$ cat src/hdl/jsu_pkg.sv
// shared types, codes and helpers for the json string unescaper
`timescale 1ns / 1ps

package jsu_pkg;

   // queue between front and back
   localparam int QDEPTH = 4;
   localparam int QPTR_W = $clog2(QDEPTH);

   // result status codes
   localparam logic [1:0] ST_BUSY = 2'd0;
   localparam logic [1:0] ST_DONE = 2'd1;
   localparam logic [1:0] ST_BAD  = 2'd2;

   // text characters of interest
   localparam logic [7:0] CH_QUOTE  = 8'h22;
   localparam logic [7:0] CH_BSLASH = 8'h5C;
   localparam logic [7:0] CH_SLASH  = 8'h2F;
   localparam logic [7:0] CH_SPACE  = 8'h20;
   localparam logic [7:0] CH_TAB    = 8'h09;
   localparam logic [7:0] CH_LF     = 8'h0A;
   localparam logic [7:0] CH_CR     = 8'h0D;
   localparam logic [7:0] CH_FF     = 8'h0C;
   localparam logic [7:0] CH_BS     = 8'h08;
   localparam logic [7:0] CH_LOW_B  = 8'h62;
   localparam logic [7:0] CH_LOW_F  = 8'h66;
   localparam logic [7:0] CH_LOW_N  = 8'h6E;
   localparam logic [7:0] CH_LOW_R  = 8'h72;
   localparam logic [7:0] CH_LOW_T  = 8'h74;
   localparam logic [7:0] CH_LOW_U  = 8'h75;

   // continuation byte range codes of the utf-8 checker
   localparam logic [2:0] RNG_NORMAL = 3'd0;
   localparam logic [2:0] RNG_A0_BF  = 3'd1;
   localparam logic [2:0] RNG_80_9F  = 3'd2;
   localparam logic [2:0] RNG_90_BF  = 3'd3;
   localparam logic [2:0] RNG_80_8F  = 3'd4;

   // decode modes, one-hot
   typedef enum logic [7:0] {
      M_WAIT    = 8'b0000_0001,
      M_BODY    = 8'b0000_0010,
      M_ESC     = 8'b0000_0100,
      M_HEX     = 8'b0000_1000,
      M_PAIR_BS = 8'b0001_0000,
      M_PAIR_U  = 8'b0010_0000,
      M_LOW_HEX = 8'b0100_0000,
      M_HALT    = 8'b1000_0000
   } mode_type;

   // what closes a queued job after its bytes
   typedef enum logic [1:0] {
      TAIL_NONE = 2'd0,
      TAIL_IDLE = 2'd1,
      TAIL_DONE = 2'd2,
      TAIL_ERR  = 2'd3
   } tail_type;

   // one queued job: up to four bytes and an optional status word
   typedef struct packed {
      logic [3:0][7:0] bytes;
      logic [2:0]      nbytes;
      tail_type        tail;
   } entry_type;

   typedef struct packed {
      logic [3:0][7:0] bytes;
      logic [2:0]      count;
   } cp_enc_type;

   typedef struct packed {
      logic       ok;
      logic [1:0] owed;
      logic [2:0] rng;
   } utf8_res_type;

   // utf-8 encoding of one code point
   function automatic cp_enc_type utf8_encode(input logic [20:0] cp);
      cp_enc_type r;
      r = '0;
      if (cp < 21'h80) begin
         r.bytes[0] = cp[7:0];
         r.count    = 3'd1;
      end else if (cp < 21'h800) begin
         r.bytes[0] = {3'b110, cp[10:6]};
         r.bytes[1] = {2'b10, cp[5:0]};
         r.count    = 3'd2;
      end else if (cp < 21'h10000) begin
         r.bytes[0] = {4'b1110, cp[15:12]};
         r.bytes[1] = {2'b10, cp[11:6]};
         r.bytes[2] = {2'b10, cp[5:0]};
         r.count    = 3'd3;
      end else begin
         r.bytes[0] = {5'b11110, cp[20:18]};
         r.bytes[1] = {2'b10, cp[17:12]};
         r.bytes[2] = {2'b10, cp[11:6]};
         r.bytes[3] = {2'b10, cp[5:0]};
         r.count    = 3'd4;
      end
      return r;
   endfunction

endpackage

$ cat src/hdl/json_string_unescape_top.sv
// top level of the json string unescaper
`timescale 1ns / 1ps

// The req channel takes json text, one byte per word in req_tdata; a word with
// req_tuser set marks the end of the text and carries no byte. Blanks before an
// opening quote are skipped, the string body is unescaped (\uXXXX and surrogate
// pairs re-encoded as utf-8) and every emitted byte is checked as strict utf-8.
// The rsp channel gives one or more words per input word, the last with
// rsp_tlast: a decoded byte (has_byte set), or a status word with has_byte clear
// that says in progress, done (closing quote) or invalid. After invalid the
// block answers every word with invalid until reset.
// An accepted word passes the job queue and the output register before its
// first result word. The decoder takes one word per cycle; req_tready drops
// only when the queue is full. The result sequencer sends one word per cycle
// while rsp_tready is high, so a final hex digit that yields n utf-8 bytes
// takes n result words; the four-entry queue absorbs such bursts and receiver stalls.
// Reset is synchronous and active high: the block waits for an opening quote
// with the queue and output register empty.

module json_string_unescape_top import jsu_pkg::*; (
   input  logic       clock,
   input  logic       reset,
   input  logic       req_tvalid,
   output logic       req_tready,
   input  logic [7:0] req_tdata,   // [7:0] text_byte
   input  logic       req_tuser,   // [0] text_over
   output logic       rsp_tvalid,
   input  logic       rsp_tready,
   output logic [7:0] rsp_tdata,   // [7:0] decoded_byte
   output logic [2:0] rsp_tuser,   // [0] has_byte, [2:1] status
   output logic       rsp_tlast    // run_last
);

   logic      q_push, q_ready, q_pop, q_valid;
   entry_type push_entry, head_entry;

   jsu_front u_front (
      .clock      (clock),
      .reset      (reset),
      .req_tvalid (req_tvalid),
      .req_tready (req_tready),
      .req_tdata  (req_tdata),
      .req_tuser  (req_tuser),
      .q_ready    (q_ready),
      .q_push     (q_push),
      .q_entry    (push_entry)
   );

   jsu_queue u_queue (
      .clock      (clock),
      .reset      (reset),
      .push       (q_push),
      .push_entry (push_entry),
      .push_ready (q_ready),
      .pop        (q_pop),
      .pop_valid  (q_valid),
      .pop_entry  (head_entry)
   );

   jsu_back u_back (
      .clock      (clock),
      .reset      (reset),
      .q_valid    (q_valid),
      .q_entry    (head_entry),
      .q_pop      (q_pop),
      .rsp_tvalid (rsp_tvalid),
      .rsp_tready (rsp_tready),
      .rsp_tdata  (rsp_tdata),
      .rsp_tuser  (rsp_tuser),
      .rsp_tlast  (rsp_tlast)
   );

endmodule

$ cat src/hdl/jsu_front.sv
// front end: decodes one text byte per cycle into a queued job while the queue has room
`timescale 1ns / 1ps

module jsu_front import jsu_pkg::*; (
   input  logic       clock,
   input  logic       reset,
   input  logic       req_tvalid,
   output logic       req_tready,
   input  logic [7:0] req_tdata,   // [7:0] text_byte
   input  logic       req_tuser,   // [0] text_over
   input  logic       q_ready,
   output logic       q_push,
   output entry_type  q_entry
);

   mode_type    mode_ff, mode_in;
   logic [1:0]  digits_ff, digits_in;
   logic [15:0] acc_ff, acc_in;
   logic [9:0]  hs_ff, hs_in;
   logic [1:0]  owed_ff, owed_in;
   logic [2:0]  rng_ff, rng_in;

   logic [7:0]   c;
   logic [4:0]   hexv;
   logic [15:0]  acc_new;
   logic [20:0]  cp_sel;
   cp_enc_type   enc;
   utf8_res_type utf;
   logic [7:0]   esc_val;
   logic         esc_ok;

   // hex digit value, bit 4 flags a valid digit
   function automatic logic [4:0] hex_value(input logic [7:0] ch);
      logic [4:0] r;
      r = '0;
      if (ch >= 8'h30 && ch <= 8'h39) r = {1'b1, 4'(ch - 8'h30)};
      else if (ch >= 8'h61 && ch <= 8'h66) r = {1'b1, 4'(ch - 8'h57)};
      else if (ch >= 8'h41 && ch <= 8'h46) r = {1'b1, 4'(ch - 8'h37)};
      return r;
   endfunction

   // strict utf-8 check of one raw byte
   function automatic utf8_res_type utf8_step(input logic [1:0] owed, input logic [2:0] rng,
                                              input logic [7:0] b);
      logic [7:0]   lo;
      logic [7:0]   hi;
      utf8_res_type r;
      r.ok   = 1'b0;
      r.owed = owed;
      r.rng  = rng;
      lo     = 8'h80;
      hi     = 8'hBF;
      if (owed != 2'd0) begin
         case (rng)
            RNG_A0_BF: lo = 8'hA0;
            RNG_80_9F: hi = 8'h9F;
            RNG_90_BF: lo = 8'h90;
            RNG_80_8F: hi = 8'h8F;
            default:   lo = 8'h80;
         endcase
         if (b >= lo && b <= hi) begin
            r.ok   = 1'b1;
            r.owed = owed - 2'd1;
            r.rng  = RNG_NORMAL;
         end
      end else if (b < 8'h80) begin
         r.ok = 1'b1;
      end else if (b >= 8'hC2 && b <= 8'hDF) begin
         r.ok   = 1'b1;
         r.owed = 2'd1;
         r.rng  = RNG_NORMAL;
      end else if (b >= 8'hE0 && b <= 8'hEF) begin
         r.ok   = 1'b1;
         r.owed = 2'd2;
         r.rng  = (b == 8'hE0) ? RNG_A0_BF : (b == 8'hED) ? RNG_80_9F : RNG_NORMAL;
      end else if (b >= 8'hF0 && b <= 8'hF4) begin
         r.ok   = 1'b1;
         r.owed = 2'd3;
         r.rng  = (b == 8'hF0) ? RNG_90_BF : (b == 8'hF4) ? RNG_80_8F : RNG_NORMAL;
      end
      return r;
   endfunction

   assign c          = req_tdata;
   assign req_tready = q_ready;
   assign q_push     = req_tvalid & q_ready;

   // helpers shared by the mode arms
   assign hexv    = hex_value(c);
   assign acc_new = {acc_ff[11:0], hexv[3:0]};
   assign cp_sel  = (mode_ff == M_LOW_HEX) ?
                    {11'({1'b0, hs_ff} + 11'h040), acc_new[9:0]} : {5'd0, acc_new};
   assign enc     = utf8_encode(cp_sel);
   assign utf     = utf8_step(owed_ff, rng_ff, c);

   // simple escape letters
   always_comb begin
      esc_ok  = 1'b1;
      esc_val = c;
      unique case (c)
         CH_QUOTE, CH_BSLASH, CH_SLASH: esc_val = c;
         CH_LOW_B: esc_val = CH_BS;
         CH_LOW_F: esc_val = CH_FF;
         CH_LOW_N: esc_val = CH_LF;
         CH_LOW_R: esc_val = CH_CR;
         CH_LOW_T: esc_val = CH_TAB;
         default:  esc_ok  = 1'b0;
      endcase
   end

   // decode one word
   always_comb begin
      mode_in        = mode_ff;
      digits_in      = digits_ff;
      acc_in         = acc_ff;
      hs_in          = hs_ff;
      owed_in        = owed_ff;
      rng_in         = rng_ff;
      q_entry.bytes  = '0;
      q_entry.nbytes = 3'd0;
      q_entry.tail   = TAIL_IDLE;
      if (mode_ff == M_HALT || req_tuser) begin
         mode_in      = M_HALT;
         q_entry.tail = TAIL_ERR;
      end else begin
         unique case (mode_ff)
            M_WAIT: begin
               if (c == CH_QUOTE) begin
                  mode_in   = M_BODY;
                  digits_in = 2'd0;
                  acc_in    = '0;
                  hs_in     = '0;
                  owed_in   = 2'd0;
                  rng_in    = RNG_NORMAL;
               end else if (!(c == CH_SPACE || c == CH_LF || c == CH_TAB || c == CH_CR)) begin
                  mode_in      = M_HALT;
                  q_entry.tail = TAIL_ERR;
               end
            end
            M_BODY: begin
               if (c == CH_QUOTE) begin
                  if (owed_ff != 2'd0) begin
                     mode_in      = M_HALT;
                     q_entry.tail = TAIL_ERR;
                  end else begin
                     mode_in      = M_WAIT;
                     q_entry.tail = TAIL_DONE;
                     digits_in    = 2'd0;
                     acc_in       = '0;
                     hs_in        = '0;
                     owed_in      = 2'd0;
                     rng_in       = RNG_NORMAL;
                  end
               end else if (c < CH_SPACE) begin
                  mode_in      = M_HALT;
                  q_entry.tail = TAIL_ERR;
               end else if (c == CH_BSLASH) begin
                  mode_in = M_ESC;
               end else if (utf.ok) begin
                  owed_in          = utf.owed;
                  rng_in           = utf.rng;
                  q_entry.bytes[0] = c;
                  q_entry.nbytes   = 3'd1;
                  q_entry.tail     = TAIL_NONE;
               end else begin
                  mode_in      = M_HALT;
                  q_entry.tail = TAIL_ERR;
               end
            end
            M_ESC: begin
               if (c == CH_LOW_U) begin
                  mode_in   = M_HEX;
                  digits_in = 2'd0;
                  acc_in    = '0;
               end else if (!esc_ok || owed_ff != 2'd0) begin
                  // a decoded ascii byte cannot sit inside an open sequence
                  mode_in      = M_HALT;
                  q_entry.tail = TAIL_ERR;
               end else begin
                  mode_in          = M_BODY;
                  q_entry.bytes[0] = esc_val;
                  q_entry.nbytes   = 3'd1;
                  q_entry.tail     = TAIL_NONE;
               end
            end
            M_PAIR_BS: begin
               if (c == CH_BSLASH) begin
                  mode_in = M_PAIR_U;
               end else begin
                  mode_in      = M_HALT;
                  q_entry.tail = TAIL_ERR;
               end
            end
            M_PAIR_U: begin
               if (c == CH_LOW_U) begin
                  mode_in   = M_LOW_HEX;
                  digits_in = 2'd0;
                  acc_in    = '0;
               end else begin
                  mode_in      = M_HALT;
                  q_entry.tail = TAIL_ERR;
               end
            end
            M_HEX, M_LOW_HEX: begin
               if (!hexv[4]) begin
                  mode_in      = M_HALT;
                  q_entry.tail = TAIL_ERR;
               end else if (digits_ff != 2'd3) begin
                  digits_in = digits_ff + 2'd1;
                  acc_in    = acc_new;
               end else begin
                  digits_in = 2'd0;
                  acc_in    = '0;
                  if (mode_ff == M_HEX && acc_new >= 16'hD800 && acc_new <= 16'hDBFF) begin
                     // high surrogate, wait for its partner
                     hs_in   = acc_new[9:0];
                     mode_in = M_PAIR_BS;
                  end else if ((mode_ff == M_HEX) == (acc_new >= 16'hDC00 && acc_new <= 16'hDFFF))
                  begin
                     // lone low surrogate, or a pair whose second half is not low
                     mode_in      = M_HALT;
                     q_entry.tail = TAIL_ERR;
                  end else if (owed_ff != 2'd0) begin
                     // lead byte lands inside an open raw sequence
                     mode_in      = M_HALT;
                     q_entry.tail = TAIL_ERR;
                  end else begin
                     // encoded bytes form a complete well-formed sequence
                     mode_in        = M_BODY;
                     hs_in          = '0;
                     q_entry.bytes  = enc.bytes;
                     q_entry.nbytes = enc.count;
                     q_entry.tail   = TAIL_NONE;
                  end
               end
            end
            default: begin
               mode_in      = M_HALT;
               q_entry.tail = TAIL_ERR;
            end
         endcase
      end
   end

   // decoder state
   always_ff @(posedge clock) begin
      if (reset) begin
         mode_ff   <= M_WAIT;
         digits_ff <= 2'd0;
         acc_ff    <= '0;
         hs_ff     <= '0;
         owed_ff   <= 2'd0;
         rng_ff    <= RNG_NORMAL;
      end else if (q_push) begin
         mode_ff   <= mode_in;
         digits_ff <= digits_in;
         acc_ff    <= acc_in;
         hs_ff     <= hs_in;
         owed_ff   <= owed_in;
         rng_ff    <= rng_in;
      end
   end

endmodule

$ cat src/hdl/jsu_queue.sv
// short job queue between the decoder and the result sequencer
`timescale 1ns / 1ps

module jsu_queue import jsu_pkg::*; (
   input  logic      clock,
   input  logic      reset,
   input  logic      push,
   input  entry_type push_entry,
   output logic      push_ready,
   input  logic      pop,
   output logic      pop_valid,
   output entry_type pop_entry
);

   entry_type         slot_ff [QDEPTH];
   logic [QPTR_W-1:0] wr_ptr_ff, rd_ptr_ff;
   logic [QPTR_W:0]   cnt_ff, cnt_in;

   assign push_ready = (cnt_ff != (QPTR_W+1)'(QDEPTH));
   assign pop_valid  = (cnt_ff != '0);
   assign pop_entry  = slot_ff[rd_ptr_ff];

   // occupancy
   always_comb begin
      cnt_in = cnt_ff;
      if (push && !(pop && pop_valid)) cnt_in = cnt_ff + 1'b1;
      else if (!push && pop && pop_valid) cnt_in = cnt_ff - 1'b1;
   end

   // pointers
   always_ff @(posedge clock) begin
      if (reset) begin
         wr_ptr_ff <= '0;
         rd_ptr_ff <= '0;
         cnt_ff    <= '0;
      end else begin
         cnt_ff <= cnt_in;
         if (push) wr_ptr_ff <= wr_ptr_ff + 1'b1;
         if (pop && pop_valid) rd_ptr_ff <= rd_ptr_ff + 1'b1;
      end
   end

   // storage
   always_ff @(posedge clock) begin
      if (push) slot_ff[wr_ptr_ff] <= push_entry;
   end

endmodule

$ cat src/hdl/jsu_back.sv
// back end: turns each queued job into result words, one per cycle while the receiver is ready
`timescale 1ns / 1ps

module jsu_back import jsu_pkg::*; (
   input  logic       clock,
   input  logic       reset,
   input  logic       q_valid,
   input  entry_type  q_entry,
   output logic       q_pop,
   output logic       rsp_tvalid,
   input  logic       rsp_tready,
   output logic [7:0] rsp_tdata,   // [7:0] decoded_byte
   output logic [2:0] rsp_tuser,   // [0] has_byte, [2:1] status
   output logic       rsp_tlast    // run_last
);

   logic       valid_ff;
   logic [7:0] byte_ff, byte_in;
   logic       has_ff, has_in;
   logic [1:0] status_ff, status_in;
   logic       last_ff, last_in;
   logic [1:0] idx_ff;

   logic       load;
   logic [2:0] total;

   assign load  = q_valid && (!valid_ff || rsp_tready);
   assign total = q_entry.nbytes + {2'd0, (q_entry.tail != TAIL_NONE)};
   assign q_pop = load && last_in;

   // pick the current word of the head job
   always_comb begin
      last_in = ({1'b0, idx_ff} == total - 3'd1);
      if ({1'b0, idx_ff} < q_entry.nbytes) begin
         byte_in   = q_entry.bytes[idx_ff];
         has_in    = 1'b1;
         status_in = ST_BUSY;
      end else begin
         byte_in = 8'd0;
         has_in  = 1'b0;
         case (q_entry.tail)
            TAIL_DONE: status_in = ST_DONE;
            TAIL_ERR:  status_in = ST_BAD;
            default:   status_in = ST_BUSY;
         endcase
      end
   end

   // output register and word index
   always_ff @(posedge clock) begin
      if (reset) begin
         valid_ff <= 1'b0;
         idx_ff   <= 2'd0;
      end else if (load) begin
         valid_ff <= 1'b1;
         idx_ff   <= last_in ? 2'd0 : idx_ff + 2'd1;
      end else if (rsp_tready) begin
         valid_ff <= 1'b0;
      end
   end

   always_ff @(posedge clock) begin
      if (load) begin
         byte_ff   <= byte_in;
         has_ff    <= has_in;
         status_ff <= status_in;
         last_ff   <= last_in;
      end
   end

   assign rsp_tvalid = valid_ff;
   assign rsp_tdata  = byte_ff;
   assign rsp_tuser  = {status_ff, has_ff};
   assign rsp_tlast  = last_ff;

endmodule
$ cat config.mk
export PLATFORM = sky130hd
export DESIGN_NAME = json_string_unescape_top
export DESIGN_NICKNAME = d
export VERILOG_FILES = /design/src/hdl/jsu_pkg.sv /design/src/hdl/json_string_unescape_top.sv /design/src/hdl/jsu_front.sv /design/src/hdl/jsu_queue.sv /design/src/hdl/jsu_back.sv
export SDC_FILE = /design/constraint.sdc
export NUM_CORES = 1
export LEC_CHECK = 0
export BUFFER_PORTS_ARGS = -buffer_cell sky130_fd_sc_hd__buf_2
export CAP_MARGIN = 30
export CORE_MARGIN = 2
export CORE_UTILIZATION = 57
export DETAILED_ROUTE_END_ITERATION = 7
export PLACE_DENSITY = 0.77
export REMOVE_ABC_BUFFERS = 1
export SYNTH_ARGS = -nofsm -noshare
export SYNTH_HDL_FRONTEND = slang
export SYNTH_SLANG_ARGS = --single-unit
$ cat constraint.sdc
create_clock -name clock -period 4 [get_ports clock]
set_input_delay 0.2 -clock clock [delete_from_list [all_inputs] [get_ports clock]]
set_output_delay 0.2 -clock clock [all_outputs]
set_load 0.03 [all_outputs]
==> summary by stage <==
Outcome
The run finished with clean final reports.

Setup path
The number of buffer and inverter instances along the worst setup path is 0. STA classifies the critical path endpoint as a register. The type of the worst setup path is reg2reg. The nature of the critical path startpoint is a register. The worst-path cell with the longest stage delay is nor4_1.

At the worst endpoint, the arrival time is 3.55 ns. Walking the worst path, the cells encountered are or3b_2, ha_1, nor2b_1, a311oi_1, o21ba_2, nor4_1, o21bai_1, nand2_1, a21oi_1. The maximum fanout along the worst path is 6. On the worst path, the slowest cell contributes a delay of 0.65 ns. The family with the most delay on the worst path is simple AND/OR/NAND/NOR gates.

Data on the critical path is required at its endpoint by 4.17 ns.

Layout
The total inserted antenna cells is 0. In the final layout, the share of cells above drive strength 1 is 0.1861. The post-layout instance count excluding filler cells is 1042. Measured on the finished design, the core utilization comes to 0.6432. The net total in the final layout is 842. Relative to the synthesized area, the layout overhead comes to 9.725%.

GRT
The first global-routing pass estimated 36640 um of wire. The via count of the first global-routing pass came to 6702. Entering global routing, the biggest net connects 43 pins. The number of antenna violations at the first check in global routing is 0. For this run the aggregate overflow at the end of global routing stands at 0. For this run, the total global-route usage over all layers was measured as 0.2638.

Power and ir drop
The overall power consumption is 5.744 mW. The analysis attributes to cell leakage a power of 3.589 nW. In this run the power density over the cells is 534.7 mW/mm^2. The worst supply voltage drop on vdd is 0.3714 mV.

Yosys
The area of the mapped netlist is 0.009791 sq mm. After synthesis, the share of flip-flops with an asynchronous set or reset is 0. Yosys mapped a number of flops with a built-in enable equal to 148. In the synthesized netlist, the number of instances is 792. The sequential area share after synthesis is 0.5541.

The number of different library cells used by synthesis comes to 86. The number of synthesized register bits is 197. A synthesized cell averages 12.36 sq um. During synthesis, Yosys emitted a total of 0 warnings. The predominant post-synthesis flop cell is edfxtp_1.

Clock network
The count of H-tree levels built during CTS is 4. The number of clock buffers added by TritonCTS is 17. In this run the post-CTS setup repair buffer count came out at 0. The clock root buffer master is clkbuf_16. No sink is reached through more buffers than the 2 on the longest clock path. Clock latency on the worst-skew pair, taken at its later pin, is 0.44 ns. Clock-pin slew was measured on the worst setup and hold paths at 0.07 ns. The TritonCTS clock tree is done. The number of resized instances in the post-cts repair step is 0. The number of hold-repair buffers added at the cts stage is 0. The clock drives 197 sinks.

Placement
The cell count after placement is 1009. The wire-length estimate of the detail-placed layout is 15520 um. The total of buffers placed on input and output ports is 26. At the end of routability-driven placement, the weighted congestion stood at 0.9329.

Floorplan
27 I/O pins were placed. The chip width is 135.1 um. The region available for standard cell placement spans 0.01670 sq mm. The number of core rows is 47. The die is 135.1 um tall. The floorplan step defined a die boundary enclosing 0.01824 sq mm. The initial utilization of the core area, before any placement, comes to 0.5862.

Route
The number of nets still failing antenna checks after routing is 0. Summing over every cut layer, the via total after detailed routing is 6755. Before antenna repair, the detailed router went through 6 iterations. The number of violations reported at the end of detailed-routing iteration 0 is 498.

For this run, design rule violations remaining after detail routing come to 0. The detail-routed net length per standard cell is 21.92 um. The post-detailed-route via-to-cell ratio is 6.483. The total routed wirelength is 22850 um.

Timing
The aggregate negative setup slack is 0 ns. For the pin with the worst max-slew slack, the measured transition is 0.9080 ns. The part of the cycle the worst path needs is 0.8457.

In this run the tightest slew margin relative to its limit is 0.3936. Setup repair after global routing left no endpoint under its margin. The clock period could shrink to 3.383 ns. The maximum frequency from static timing analysis is 295.6 MHz. The maximum clock skew at final layout is 0.01097 ns. The final count of hold timing violations is 0. Setup violations remaining at the end of the flow were counted as 0.

The count of pins over their slew limit is 0.

Min path
The class of the worst hold path is in2reg.

Run
Max-cap violations in this run came to 0.
## layout by cell type (no fill, tap or decap), types with 16 or more instances in the layout
| cell type | netlist | final |
|---|---|---|
| edfxtp_1 | 148 | 148 |
| nor2b_1 | 16 | 16 |
| buf_2 | 7 | 26 |
| nand2_1 | 64 | 64 |
| buf_4 | 3 | 17 |
| nor3_1 | 22 | 22 |
| a21oi_1 | 53 | 53 |
| ha_1 | 19 | 19 |
| nand3_1 | 30 | 30 |
| mux4_2 | 41 | 41 |
| o21ai_0 | 19 | 19 |
| nor2_1 | 66 | 66 |
| inv_1 | 23 | 23 |
| dfxtp_1 | 49 | 48 |
| clkbuf_16 | 0 | 17 |
## cells by family after synthesis
| group | synth area share |
|---|---|
| flip-flops | 0.5541 |
| multiplexers | 0.1098 |
| AO/OA/AOI/OAI | 0.1045 |
| AND/OR/NAND/NOR | 0.1608 |
| XOR/XNOR | 0.01252 |
| buffers and inverters | 0.03195 |
| adder cells (fa/ha/maj) | 0.02633 |
## layer usage
metal | GRT usage | share of wire | vias up | wire (um)
met5 | 0 | 0 | - | 0
met4 | 0.08391 | 0.019 | 0 | 431
met3 | 0.04167 | 0.053 | 45 | 1211
met2 | 0.4495 | 0.50 | 259 | 11470
met1 | 0.3504 | 0.43 | 3384 | 9727
li1 | - | - | 3067 | -
## final timing paths
| check | startpoint | end | slack, ns | cells after the start |
|---|---|---|---|---|
| worst max-delay path | u_front.rng_ff[0] | u_queue.slot_ff[2][12] | 0.62 | 9 |
| worst min-delay path | rsp_tready | u_back.rsp_tvalid | 0.03 | 4 |
| worst max register to register | u_front.rng_ff[0] | u_queue.slot_ff[2][12] | 0.62 | 9 |
| worst min register to register | u_front.digits_ff[1] | u_front.digits_ff[1] | 0.46 | 2 |
## through the flow
stage	area [sq um]	hold WS (ns)	worst slack (ns)
after floorplan	9564	0.2691	-0.1443
after global placement	10100	0.4395	0.8137
after detailed placement	10100	0.4591	0.6589
final	10740	0.03106	0.6173
after global routing	10740	0.04862	0.4561
after CTS	10740	0.02360	0.6610
## state kept, by name, indices dropped and copies added, names as in the netlist, 3 cells and up, named ones only
signal	flops
u_front.rng_ff	3
u_front.acc_ff	12
u_queue.cnt_ff	3
u_front.mode_ff	8
u_front.hs_ff	10
u_queue.slot_ff	136
u_back.rsp_tdata	8
## worst min-delay path, cell delays in order
cell	delay (ns)
buf_2	0.07
inv_1	0.04
nand2_1	0.06
a21oi_1	0.05
## power by group
group          leakage (nW)  total, mW  internal (mW)  switching [mW]
clock network         0.304       1.78          0.960           0.818
registers              1.78       2.63           2.51           0.117
logic                  1.50       1.34          0.563           0.776
total                  3.59       5.74           4.03            1.71
## cells in the mapped netlist (4+ instances only)
cell type / number / area (sq um)
a21o_1: 5 / 37.54
a21oi_1: 53 / 265.3
a22o_1: 9 / 78.83
a22oi_1: 6 / 45.04
a31oi_1: 5 / 31.28
and2_1: 6 / 37.54
and3_1: 12 / 75.07
buf_1: 4 / 15.01
buf_2: 7 / 35.03
buf_6: 5 / 56.30
clkbuf_1: 26 / 97.59
dfxtp_1: 49 / 980.9
edfxtp_1: 148 / 4444
ha_1: 19 / 237.7
inv_1: 23 / 86.33
mux2i_1: 10 / 100.1
mux4_2: 41 / 923.4
nand2_1: 64 / 240.2
nand2b_1: 10 / 62.56
nand3_1: 30 / 150.1
nand3b_1: 4 / 30.03
nor2_1: 66 / 247.7
nor2b_1: 16 / 100.1
nor3_1: 22 / 110.1
nor3b_1: 7 / 52.55
nor4_1: 9 / 56.30
o21ai_0: 19 / 95.09
o22ai_1: 5 / 31.28
o31ai_1: 4 / 30.03
or3_1: 7 / 43.79
or4_1: 6 / 45.04
xnor2_1: 12 / 105.1
## cell type report
class,instances,area [sq um]
sequential,197,5426
inverter,23,86.33
tap,220,275.3
clock buffer,17,425.4
timing repair buffer,43,257.7
multi-input combinational,527,4066
fill,1237,5958
clock inverter,15,205.2
(Power assumes the default switching activity.)
